**config.mk**
```make
export PLATFORM = sky130hd
export DESIGN_NAME = pulse_period_speed_ema_flat
export DESIGN_NICKNAME = d
export VERILOG_FILES = /design/src/rtl/pps_pkg.sv /design/src/rtl/pps_if.sv /design/src/rtl/pps_cfg_regs.sv /design/src/rtl/pulse_period_speed_ema.sv /design/src/flat_wrapper.sv
export SDC_FILE = /design/constraint.sdc
export NUM_CORES = 1
export LEC_CHECK = 0
export BUFFER_PORTS_ARGS = -buffer_cell sky130_fd_sc_hd__buf_2
export CORE_MARGIN = 1
export CORE_UTILIZATION = 53
export DETAILED_ROUTE_END_ITERATION = 10
export GPL_ROUTABILITY_DRIVEN = 0
export HOLD_SLACK_MARGIN = 0.1
export PLACE_DENSITY = 0.72
export SLEW_MARGIN = 10
export SYNTH_ARGS = -nofsm -noshare
export SYNTH_HDL_FRONTEND = slang
export SYNTH_SLANG_ARGS = --single-unit
```
**constraint.sdc**
```tcl
create_clock -name clk -period 5.8 [get_ports clk]
set_clock_uncertainty 0.1 [all_clocks]
set_input_delay 0.87 -clock clk [delete_from_list [all_inputs] [get_ports clk]]
set_output_delay 0.87 -clock clk [all_outputs]
set_load 0.02 [all_outputs]
```
**src/rtl/pps_pkg.sv**
```systemverilog
package pps_pkg;

  localparam int PERIOD_W   = 16;
  localparam int SPEED_W    = 16;
  localparam int NUM_W      = 32;
  localparam int ALPHA_W    = 16;
  localparam int AVG_W      = 32;
  localparam int ACC_W      = AVG_W + 2;
  localparam int CFG_ADDR_W = 3;
  localparam int CFG_DATA_W = 32;
  localparam int CNT_W      = $clog2(NUM_W);

  localparam logic [NUM_W-1:0]   NUMERATOR_RESET = NUM_W'(909091);
  localparam logic [ALPHA_W-1:0] ALPHA_RESET     = ALPHA_W'(11916);

  // register index, taken from paddr[2]
  localparam logic REG_NUMERATOR = 1'b0;
  localparam logic REG_ALPHA     = 1'b1;

  typedef struct packed {
    logic [NUM_W-1:0]   numerator;
    logic [ALPHA_W-1:0] alpha;
  } cfg_t;

endpackage

```
**src/rtl/pps_if.sv**
```systemverilog
interface pps_in_if import pps_pkg::*; ();
  logic                valid;
  logic                ready;
  logic [PERIOD_W-1:0] period_ticks;

  modport source (output valid, output period_ticks, input ready);
  modport sink   (input valid, input period_ticks, output ready);
endinterface

interface pps_out_if import pps_pkg::*; ();
  logic               valid;
  logic               ready;
  logic [SPEED_W-1:0] raw_speed;
  logic [SPEED_W-1:0] average_speed;
  logic               saturated;

  modport source (output valid, output raw_speed, output average_speed, output saturated,
                  input ready);
  modport sink   (input valid, input raw_speed, input average_speed, input saturated,
                  output ready);
endinterface

```
**src/rtl/pps_cfg_regs.sv**
```systemverilog
module pps_cfg_regs import pps_pkg::*; (
  input  logic                  clk,
  input  logic                  rst_n,
  input  logic                  psel,
  input  logic                  penable,
  input  logic                  pwrite,
  input  logic [CFG_ADDR_W-1:0] paddr,
  input  logic [CFG_DATA_W-1:0] pwdata,
  output logic [CFG_DATA_W-1:0] prdata,
  output logic                  pready,
  output cfg_t                  cfg
);

  cfg_t cfg_r;
  cfg_t cfg_nxt;
  logic wr_en;
  logic reg_idx;

  assign pready  = 1'b1;
  assign wr_en   = psel && penable && pwrite;
  assign reg_idx = paddr[2];

  always_comb begin
    cfg_nxt = cfg_r;
    if (wr_en) begin
      unique case (reg_idx)
        REG_NUMERATOR: cfg_nxt.numerator = pwdata[NUM_W-1:0];
        REG_ALPHA:     cfg_nxt.alpha     = pwdata[ALPHA_W-1:0];
        default:       cfg_nxt = cfg_r;
      endcase
    end
  end

  always_ff @(posedge clk) begin
    if (!rst_n) begin
      cfg_r.numerator <= NUMERATOR_RESET;
      cfg_r.alpha     <= ALPHA_RESET;
    end else begin
      cfg_r <= cfg_nxt;
    end
  end

  always_comb begin
    unique case (reg_idx)
      REG_NUMERATOR: prdata = CFG_DATA_W'(cfg_r.numerator);
      REG_ALPHA:     prdata = CFG_DATA_W'(cfg_r.alpha);
      default:       prdata = '0;
    endcase
  end

  assign cfg = cfg_r;

endmodule

```
**src/rtl/pulse_period_speed_ema.sv**
```systemverilog
// Period-based tachometer. Each input transaction carries the timer tick count between two
// wheel pulses; the block divides speed_numerator by it to get raw speed (unsigned Q8.8,
// saturated at 65535, flagged when the period is zero or the quotient overflows) and folds
// that into a moving average weighted by alpha_weight (Q0.16), which is kept with 16 extra
// fraction bits and reported truncated to Q8.8. One result transaction per input. All
// arithmetic runs through a single 34-bit adder/subtractor under a small sequencer: a
// restoring divide of 32 steps (one quotient bit per cycle), one subtract, a 16-step
// shift-add multiply over the alpha bits and a final add. A pulse with a zero period skips
// the divide. The input is not ready while the sequencer works on a pulse.
// A finished result waits in an output register, so the next pulse can be accepted while it
// is still pending. Registers: speed_numerator at byte address 0, alpha_weight at 4.
module pulse_period_speed_ema import pps_pkg::*; (
  input  logic                  clk,
  input  logic                  rst_n,
  pps_in_if.sink                in_ch,
  pps_out_if.source             out_ch,
  input  logic                  psel,
  input  logic                  penable,
  input  logic                  pwrite,
  input  logic [CFG_ADDR_W-1:0] paddr,
  input  logic [CFG_DATA_W-1:0] pwdata,
  output logic [CFG_DATA_W-1:0] prdata,
  output logic                  pready
);

  localparam logic [2:0] S_IDLE = 3'd0;
  localparam logic [2:0] S_DIV  = 3'd1;
  localparam logic [2:0] S_DIFF = 3'd2;
  localparam logic [2:0] S_MUL  = 3'd3;
  localparam logic [2:0] S_ADD  = 3'd4;
  localparam logic [2:0] S_DONE = 3'd5;

  localparam logic [CNT_W-1:0] DIV_LAST = CNT_W'(NUM_W - 1);
  localparam logic [CNT_W-1:0] MUL_LAST = CNT_W'(ALPHA_W - 1);

  cfg_t cfg;

  logic [2:0]          state_r, state_nxt;
  logic [CNT_W-1:0]    cnt_r, cnt_nxt;
  logic [NUM_W-1:0]    quo_r, quo_nxt;
  logic [PERIOD_W-1:0] rem_r, rem_nxt;
  logic [PERIOD_W-1:0] div_r, div_nxt;
  logic [ACC_W-1:0]    acc_r, acc_nxt;
  logic [ACC_W-1:0]    dif_r, dif_nxt;
  logic [ALPHA_W-1:0]  alpha_r, alpha_nxt;
  logic [AVG_W-1:0]    avg_r, avg_nxt;
  logic                out_valid_r, out_valid_nxt;
  logic [SPEED_W-1:0]  out_raw_r, out_raw_nxt;
  logic [SPEED_W-1:0]  out_avg_r, out_avg_nxt;
  logic                out_sat_r, out_sat_nxt;

  // shared adder/subtractor
  logic [ACC_W-1:0] op_a, op_b, sum;
  logic             op_sub;

  logic [PERIOD_W:0]   rem_sh;
  logic [SPEED_W-1:0]  raw_speed;
  logic                sat;
  logic [ACC_W-1:0]    mul_t;
  logic                in_take;

  pps_cfg_regs u_cfg_regs (
    .clk     (clk),
    .rst_n   (rst_n),
    .psel    (psel),
    .penable (penable),
    .pwrite  (pwrite),
    .paddr   (paddr),
    .pwdata  (pwdata),
    .prdata  (prdata),
    .pready  (pready),
    .cfg     (cfg)
  );

  assign in_ch.ready = (state_r == S_IDLE);
  assign in_take     = in_ch.valid && in_ch.ready;

  assign rem_sh    = {rem_r, quo_r[NUM_W-1]};
  assign sat       = |quo_r[NUM_W-1:SPEED_W];
  assign raw_speed = sat ? {SPEED_W{1'b1}} : quo_r[SPEED_W-1:0];
  assign sum       = op_a + (op_sub ? ~op_b : op_b) + ACC_W'(op_sub);
  assign mul_t     = alpha_r[0] ? sum : acc_r;

  always_comb begin
    op_a   = '0;
    op_b   = '0;
    op_sub = 1'b0;
    unique case (state_r)
      S_DIV: begin
        op_a   = ACC_W'(rem_sh);
        op_b   = ACC_W'(div_r);
        op_sub = 1'b1;
      end
      S_DIFF: begin
        op_a   = ACC_W'({raw_speed, {(AVG_W-SPEED_W){1'b0}}});
        op_b   = ACC_W'(avg_r);
        op_sub = 1'b1;
      end
      S_MUL: begin
        op_a = acc_r;
        op_b = dif_r;
      end
      S_ADD: begin
        op_a = ACC_W'(avg_r);
        op_b = acc_r;
      end
      default: begin
        op_a = '0;
      end
    endcase
  end

  always_comb begin
    state_nxt     = state_r;
    cnt_nxt       = cnt_r;
    quo_nxt       = quo_r;
    rem_nxt       = rem_r;
    div_nxt       = div_r;
    acc_nxt       = acc_r;
    dif_nxt       = dif_r;
    alpha_nxt     = alpha_r;
    avg_nxt       = avg_r;
    out_valid_nxt = out_valid_r;
    out_raw_nxt   = out_raw_r;
    out_avg_nxt   = out_avg_r;
    out_sat_nxt   = out_sat_r;

    if (out_ch.valid && out_ch.ready) begin
      out_valid_nxt = 1'b0;
    end

    unique case (state_r)
      S_IDLE: begin
        if (in_take) begin
          rem_nxt = '0;
          cnt_nxt = '0;
          div_nxt = in_ch.period_ticks[PERIOD_W-1:0];
          if (in_ch.period_ticks[PERIOD_W-1:0] == '0) begin
            // zero period: force an out-of-range quotient
            quo_nxt   = '1;
            state_nxt = S_DIFF;
          end else begin
            quo_nxt   = cfg.numerator;
            state_nxt = S_DIV;
          end
        end
      end
      S_DIV: begin
        if (!sum[ACC_W-1]) begin
          rem_nxt = sum[PERIOD_W-1:0];
          quo_nxt = {quo_r[NUM_W-2:0], 1'b1};
        end else begin
          rem_nxt = rem_sh[PERIOD_W-1:0];
          quo_nxt = {quo_r[NUM_W-2:0], 1'b0};
        end
        cnt_nxt = cnt_r + 1'b1;
        if (cnt_r == DIV_LAST) begin
          state_nxt = S_DIFF;
        end
      end
      S_DIFF: begin
        // signed gap between sample and average
        dif_nxt   = sum;
        acc_nxt   = '0;
        alpha_nxt = cfg.alpha;
        cnt_nxt   = '0;
        state_nxt = S_MUL;
      end
      S_MUL: begin
        // lsb-first shift-add, low product bits fall off (floor of alpha * gap / 2^16)
        acc_nxt   = {mul_t[ACC_W-1], mul_t[ACC_W-1:1]};
        alpha_nxt = {1'b0, alpha_r[ALPHA_W-1:1]};
        cnt_nxt   = cnt_r + 1'b1;
        if (cnt_r == MUL_LAST) begin
          state_nxt = S_ADD;
        end
      end
      S_ADD: begin
        avg_nxt   = sum[AVG_W-1:0];
        state_nxt = S_DONE;
      end
      S_DONE: begin
        if (!out_valid_r || out_ch.ready) begin
          out_valid_nxt = 1'b1;
          out_raw_nxt   = raw_speed;
          out_avg_nxt   = avg_r[AVG_W-1 -: SPEED_W];
          out_sat_nxt   = sat;
          state_nxt     = S_IDLE;
        end
      end
      default: begin
        state_nxt = S_IDLE;
      end
    endcase
  end

  always_ff @(posedge clk) begin
    if (!rst_n) begin
      state_r     <= S_IDLE;
      cnt_r       <= '0;
      avg_r       <= '0;
      out_valid_r <= 1'b0;
    end else begin
      state_r     <= state_nxt;
      cnt_r       <= cnt_nxt;
      avg_r       <= avg_nxt;
      out_valid_r <= out_valid_nxt;
    end
  end

  always_ff @(posedge clk) begin
    quo_r     <= quo_nxt;
    rem_r     <= rem_nxt;
    div_r     <= div_nxt;
    acc_r     <= acc_nxt;
    dif_r     <= dif_nxt;
    alpha_r   <= alpha_nxt;
    out_raw_r <= out_raw_nxt;
    out_avg_r <= out_avg_nxt;
    out_sat_r <= out_sat_nxt;
  end

  assign out_ch.valid         = out_valid_r;
  assign out_ch.raw_speed     = out_raw_r;
  assign out_ch.average_speed = out_avg_r;
  assign out_ch.saturated     = out_sat_r;

endmodule
```
**src/flat_wrapper.sv**
```systemverilog
// flat-port wrapper written by rule: the top's interface ports become plain ports
module pulse_period_speed_ema_flat import pps_pkg::*;
  (clk, rst_n, psel, penable, pwrite, paddr, pwdata, prdata, pready, in_ch_valid, in_ch_period_ticks, in_ch_ready, out_ch_valid, out_ch_raw_speed, out_ch_average_speed, out_ch_saturated, out_ch_ready);
  pps_in_if in_ch_i ();
  pps_out_if out_ch_i ();
  input  logic clk;
  input  logic rst_n;
  input  logic psel;
  input  logic penable;
  input  logic pwrite;
  input  logic [CFG_ADDR_W-1:0] paddr;
  input  logic [CFG_DATA_W-1:0] pwdata;
  output logic [CFG_DATA_W-1:0] prdata;
  output logic pready;
  input wire logic [$bits(in_ch_i.valid)-1:0] in_ch_valid;
  input wire logic [$bits(in_ch_i.period_ticks)-1:0] in_ch_period_ticks;
  output wire logic [$bits(in_ch_i.ready)-1:0] in_ch_ready;
  output wire logic [$bits(out_ch_i.valid)-1:0] out_ch_valid;
  output wire logic [$bits(out_ch_i.raw_speed)-1:0] out_ch_raw_speed;
  output wire logic [$bits(out_ch_i.average_speed)-1:0] out_ch_average_speed;
  output wire logic [$bits(out_ch_i.saturated)-1:0] out_ch_saturated;
  input wire logic [$bits(out_ch_i.ready)-1:0] out_ch_ready;
  assign in_ch_i.valid = in_ch_valid;
  assign in_ch_i.period_ticks = in_ch_period_ticks;
  assign in_ch_ready = in_ch_i.ready;
  assign out_ch_valid = out_ch_i.valid;
  assign out_ch_raw_speed = out_ch_i.raw_speed;
  assign out_ch_average_speed = out_ch_i.average_speed;
  assign out_ch_saturated = out_ch_i.saturated;
  assign out_ch_i.ready = out_ch_ready;
  pulse_period_speed_ema u_core (.clk(clk), .rst_n(rst_n), .in_ch(in_ch_i), .out_ch(out_ch_i), .psel(psel), .penable(penable), .pwrite(pwrite), .paddr(paddr), .pwdata(pwdata), .prdata(prdata), .pready(pready));
endmodule
```
# After elaboration in Yosys (flattened, before gate mapping)
# Index checks and enable logic that the tools add are counted.
[word_totals] register_bits=270 inputBits=58 out_inout_bits=68 word_cells=79
[classes] addsub=3 eq_ne=11 mux=27 bitwise=2 n_reduce_logical=21
[op_table] op="$pmux 34 s4" n=2
[op_table] op="$pmux 32 s2" n=2
[op_table] op="$mux 34" n=2
[op_table] op="$pmux 34 s2" n=1
[op_table] op="$mux 32" n=2
[op_table] op="$pmux 16 s2" n=2
[op_table] op="$mux 16" n=3
[op_table] op="$add 34x1->34" n=1
[op_table] op="$add 34x34->34" n=1
[op_table] op="$not 34->34" n=1
[op_table] op="$pmux 3 s6" n=1
[op_table] op="$logic_not 16->1" n=1
[op_table] op="$reduce_or 16->1" n=1
[op_table] op="$pmux 5 s3" n=1
[op_table] op="$mux 3" n=4
[op_table] op="$reduce_and 2->1" n=6
[op_table] op="$eq 3x2->1 const B" n=2
[op_table] op="$eq 3x3->1 const B" n=2
[op_table] op="$ne 2x1->1 const B" n=3
[op_table] op="$add 5x1->5 const B" n=1
[op_table] op="$eq 5x4->1 const B" n=1
[op_table] op="$eq 5x5->1 const B" n=1
[op_table] op="$mux 1" n=5
[op_table] op="$mux 5" n=1
[op_table] op="other kinds (12)" n=17

# Longest topological paths before layout
[logic_depth] word_depth=8 mapped_depth=21 ltp_nobuf=16

# Hierarchy
# Synthesis repeated with hierarchy kept, for this count alone.
[unflattened] hier_cells=1556 area_unflattened_um2=14846.7
[by_module_without_submodules] mod="pulse_period_speed_ema" n_inst=1 cells_each=1313 area_each_um2=12527.0 seq_area_each_um2=6226.0
[by_module_without_submodules] mod="pps_cfg_regs" n_inst=1 cells_each=243 area_each_um2=2319.7 seq_area_each_um2=960.9

# Worst setup path before layout
# Ideal clock, no wire load.
[synth_timing] path_type="register -> register" from="register u_core.state_r[0]" to="register u_core.rem_r[10] (data pin)" setup_time_ps=266 arrival_ps=4505 t_required_ps=5434 setup_slack_ps=929 path_stages_with_launch=21 n_path_buf=6 synth_period_minus_slack_ps=4871 cell_sequence="dfxtp_1 > buf_2 > clkbuf_1 > or3_1 > clkinv_1 > buf_1 > nand2_1 > nand2_1 > ha_1 > clkbuf_1 > a21o_1 > a21o_1 > a21o_1 > a21o_1 > a21oi_1 > o21ai_0 > a21oi_1 > buf_2 > buf_4 > mux2i_1 > nor2_1"
[synth_between] elab_chain_len=8 word_cells_on_any_way=15 classes_between="add/sub (2); eq/ne (4); mux (6); bitwise (1); reduce/logical (2)"
[synth_rtl] element="start, declared" line_no="pulse_period_speed_ema.sv:38" source="logic [2:0] state_r, state_nxt;"
[synth_rtl] element="start signal, assigned" line_no="pulse_period_speed_ema.sv:204" source="state_r <= state_nxt;"
[synth_rtl] element="$eq 3x3->1, or another cell as far along" line_no="pulse_period_speed_ema.sv:88" source="unique case (state_r)"
[synth_rtl] element="$pmux 34 s4 or $reduce_or 2->1 (tied branches)"
[synth_rtl] element="$not 34->34 or $mux 1 (tied branches)" line_no="pulse_period_speed_ema.sv:81, pulse_period_speed_ema.sv:88"
[synth_rtl] element="$mux 34" line_no="pulse_period_speed_ema.sv:81" source="assign sum = op_a + (op_sub ? ~op_b : op_b) + ACC_W'(op_sub);"
[synth_rtl] element="$add 34x34->34" line_no="pulse_period_speed_ema.sv:81"
[synth_rtl] element="$add 34x1->34" line_no="pulse_period_speed_ema.sv:81"
[synth_rtl] element="$mux 16" line_no="pulse_period_speed_ema.sv:149" source="if (!sum[ACC_W-1]) begin"
[synth_rtl] element="$pmux 16 s2 *" line_no="pulse_period_speed_ema.sv:132" source="unique case (state_r)"
[synth_rtl] element="end signal, assigned" line_no="pulse_period_speed_ema.sv:213" source="rem_r <= rem_nxt;"
[synth_rtl] element="end, declared" line_no="pulse_period_speed_ema.sv:41" source="logic [PERIOD_W-1:0] rem_r, rem_nxt;"
# Mark *: on every way between the ends. The rest lies on a longest branch, timed or not.
# A chain may end at the register's enable or synchronous reset.

# Final worst setup path
[layout_timing] from="register u_core.state_r[1]" to="register u_core.acc_r[18] (data pin)"
[layout_between] elab_chain_len=8 word_cells_on_any_way=14 classes_between="add/sub (2); eq/ne (4); mux (6); bitwise (1); reduce/logical (1)"
[layout_rtl] element="$eq 3x3->1, or another cell as far along" line_no="pulse_period_speed_ema.sv:88"
[layout_rtl] element="$pmux 34 s4 or $reduce_or 2->1 (tied branches)"
[layout_rtl] element="$not 34->34 or $mux 1 (tied branches)" line_no="pulse_period_speed_ema.sv:81, pulse_period_speed_ema.sv:88"
[layout_rtl] element="$mux 34" line_no="pulse_period_speed_ema.sv:81"
[layout_rtl] element="$add 34x34->34" line_no="pulse_period_speed_ema.sv:81"
[layout_rtl] element="$add 34x1->34" line_no="pulse_period_speed_ema.sv:81"
[layout_rtl] element="$mux 34" line_no="pulse_period_speed_ema.sv:82" source="assign mul_t = alpha_r[0] ? sum : acc_r;"
[layout_rtl] element="$pmux 34 s2 *" line_no="pulse_period_speed_ema.sv:132"
[layout_rtl] element="end signal, assigned" line_no="pulse_period_speed_ema.sv:215" source="acc_r <= acc_nxt;"
[layout_rtl] element="end, declared" line_no="pulse_period_speed_ema.sv:43" source="logic [ACC_W-1:0] acc_r, acc_nxt;"
# Marks and branches as above.

==> results.md <==
* Adder-Cell Fraction of Synth Area at 3.269%
* Worst Hold End: u_core.u_cfg_regs.cfg[15]
* Hold Crit Class: flop to flop
* # setup viols final at 0
* Worst skew pair latency at 560 ps
* Worst-path maximum fanout at 20
* DP Area at 14910 um^2
* Max Fclk at 194.8 MHz
* Post-synthesis mux area share at 5.726%
* Drt pass-1 iters at 5
* Hold Crit Start: u_core.u_cfg_regs.cfg[15]
* Final hold vios at 0
* Hold buffer count at cts at 0
* Die height at 164.6 um
* Top-area cell type share of the netlist area at 38.59%
* Register area share after synthesis at 51.31%
* Largest net degree at the start of global routing at 61
* Status: finished clean
* Yosys top cell by area: edfxtp_1
* Area grow syn2layout at 12.93%
* TritonCTS clock tree: yes
* First-pass GRT wire length at 56840 um
* GRT Overall Usage at 26.72%
* Post-route cell area at 15820 um^2
* Core outline area at 25980 um^2
* Share of cells above drive strength 1 at 15.39%
* Netlist cell types at 73
* Power per cell area at 302.2 nW/um^2
* Simple-Gate Fraction of Synth Area at 20.13%
* Worst Tran Pin Value at 1163 ps
* Vias after detailed routing at 11.43k
* Required @ worst endpoint at 5990 ps
* Post-cts resize count at 0
* Synth Area in Compound Gates at 14.20%
* # diodes at 0
* CP Launch Type: flop
* Pins Over Slew Limit at 0
* Depth of the worst register-to-register path at 16
* Cells after Synth at 1520
* Detail Route Antenna Nets at 0
* Vias/cell at 5.834
* Total Routed Length at 35720 um
* Leakage Power at 6.379 nW
* Drt wl/cell at 18.24 um
* DIE AREA at 27080 um^2
* Detailed Route Iter0 Violations at 972
* Setup TNS at 0 ps
* RSZ-0062 raised after global routing: no
* Fin crit period at 5132 ps
* Share of flip-flops with an asynchronous set or reset at 0%
* Syn nets at 1614
* Num rows at 59
* XOR/XNOR share of the synthesized area at 1.804%
* Max Cap Violations at 0
* Avg Cell Area, Syn at 9.215 um^2
* Reg clk slew, reported paths at 60 ps
* Hold path depth at 2
* Htree depth at 1
* Top FF cell, synth: edfxtp_1
* Yosys reg bits at 269
* Filler Cells Inserted at 2251
* Vias in the first global route at 10.69k
* Max VDD drop at 0.2442 mV
* CTS Root Cell: clkbuf_16
* Fin crit share at 88.49%
* IO Pins at 126
* Critical path capture point type: flop
* Initial Utilization at 53.91%
* Critical path type: flop to flop
* Mapped cell area at 14010 um^2
* R2r endpoint: u_core.acc_r[18]
* # clock sinks at 269
* YS warnings at 0
* Clock tree buffer depth at 3
* Initial antenna violation count at 0
* Leading post-synthesis cells by cell area: edfxtp_1 39%, dfxtp_1 13%, nand2_1 9.3%
* R2r startpoint: u_core.state_r[1]
* Post-synth EDFFs at 180
* TritonCTS Buffers at 27
* GR Overflow Total at 0
* Die width at 164.6 um
* CP Launch Point: u_core.state_r[1]
* Critical path arrival at 5330 ps
* Residual DRC count at 0
* Post-CTS Repair Setup Buffers at 0
* Dpl hpwl at 23850 um
* Largest family of logic cells by synthesized area: simple AND/OR/NAND/NOR gates
* Flop2flop setup slack at 670 ps
* PortBufs at 122
* Nets@finish at 1698
* Slew headroom at 22.47%
stage by stage:
stage	instances	setup slack, ps	util [%]	hold WS, ps	power [W]
2_1_floorplan	1520	928.7	-	341.3	0.002832
3_3_place_gp	1909	888.4	57.37	351.4	0.003032
3_5_place_dp	1909	809.9	57.37	359.7	0.003056
4_1_cts	1958	789.8	60.80	367.7	0.004783
5_1_grt	1959	348.8	60.88	385.7	0.004961
6_report	1959	667.6	60.88	364.7	0.004781
layout by cell type (no fill, tap or decap), drive strengths merged, types with 19 or more instances in the layout:
master / instances
inv: 27
o21ai: 113
buf: 155
edfxtp: 180
a21oi: 122
ha: 35
a22oi: 19
nand3: 39
nor2b: 20
nor2: 137
nand2: 346
clkbuf: 44
dfxtp: 89
mux2i: 61
metal layers:
metal	part of all wire, %	track usage (%)
met1	45	37.24
met2	46	43.01
met3	7.5	4.119
met4	2.2	7.840
met5	0	0
synthesized netlist by cell type (all sizes together) (13+ instances only):
master,number
dfxtp,89
nand3,39
a21oi,122
buf,20
clkbuf,80
nand2,346
nor2,137
inv,26
ha,35
nor2b,20
nand3b,14
mux2i,61
o21ai,113
edfxtp,180
mux2,17
a22oi,19
xnor2,18
or2,18
a21o,13
o22ai,15
how the worst max path moves through the flow:
stage	endpoint	depth (start not counted)
global route	u_core.acc_r[18]	16
CTS	u_core.acc_r[18]	16
detailed placement	u_core.acc_r[18]	16
global placement	u_core.rem_r[1]	17
finish	u_core.acc_r[18]	16
floorplan	u_core.rem_r[10]	20
registers in the layout, summed over array words and instances (netlist names), 3 cells and up:
| signal | flops |
|---|---|
| u_core.div_r | 16 |
| u_core.rem_r | 16 |
| u_core.state_r | 3 |
| u_core.acc_r | 33 |
| u_core.quo_r | 32 |
| u_core.avg_r | 32 |
| u_core.cnt_r | 5 |
| u_core.out_ch.average_speed | 16 |
| u_core.out_ch.raw_speed | 16 |
| u_core.dif_r | 34 |
| u_core.alpha_r | 16 |
| u_core.u_cfg_regs.cfg | 48 |
worst max-delay path, cell delays in order (launching register included):
cell and delay (ps):
dfxtp_1 670, clkinv_1 450, buf_4 340, nor2_1 120, a21oi_1 40, a21oi_1 180, o21ai_0 110, ha_1 360
nand2_1 130, nor2_1 60, o41ai_1 550, a21oi_1 270, nor3b_2 520, o21bai_1 210, a21oi_1 470, or4b_1 210
nand3_1 70
area by class of cell:
class / count / area, um^2 / share of cell area [%]
sequential: 269 / 7188 / 45.44
multi-input combinational: 1123 / 6344 / 40.10
timing repair buffer: 155 / 870.8 / 5.505
clock buffer: 44 / 860.8 / 5.442
tap: 335 / 419.2 / 2.650
inverter: 28 / 105.1 / 0.6644
clock inverter: 5 / 31.28 / 0.1977
cell families after synthesis:
family,count (synthesis)
AO/OA/AOI/OAI,337
other,1
buffers and inverters,128
multiplexers,78
XOR/XNOR,28
flip-flops,269
adder cells (fa/ha/maj),36
AND/OR/NAND/NOR,643
report_power, final:
part / internal, W / total (W) / switching (W)
Clock: 0.00101 / 0.00175 / 0.000739
Combinational: 0.000284 / 0.000795 / 0.000511
Sequential: 0.00218 / 0.00224 / 0.0000571
Power figures use the tool's default switching activity.
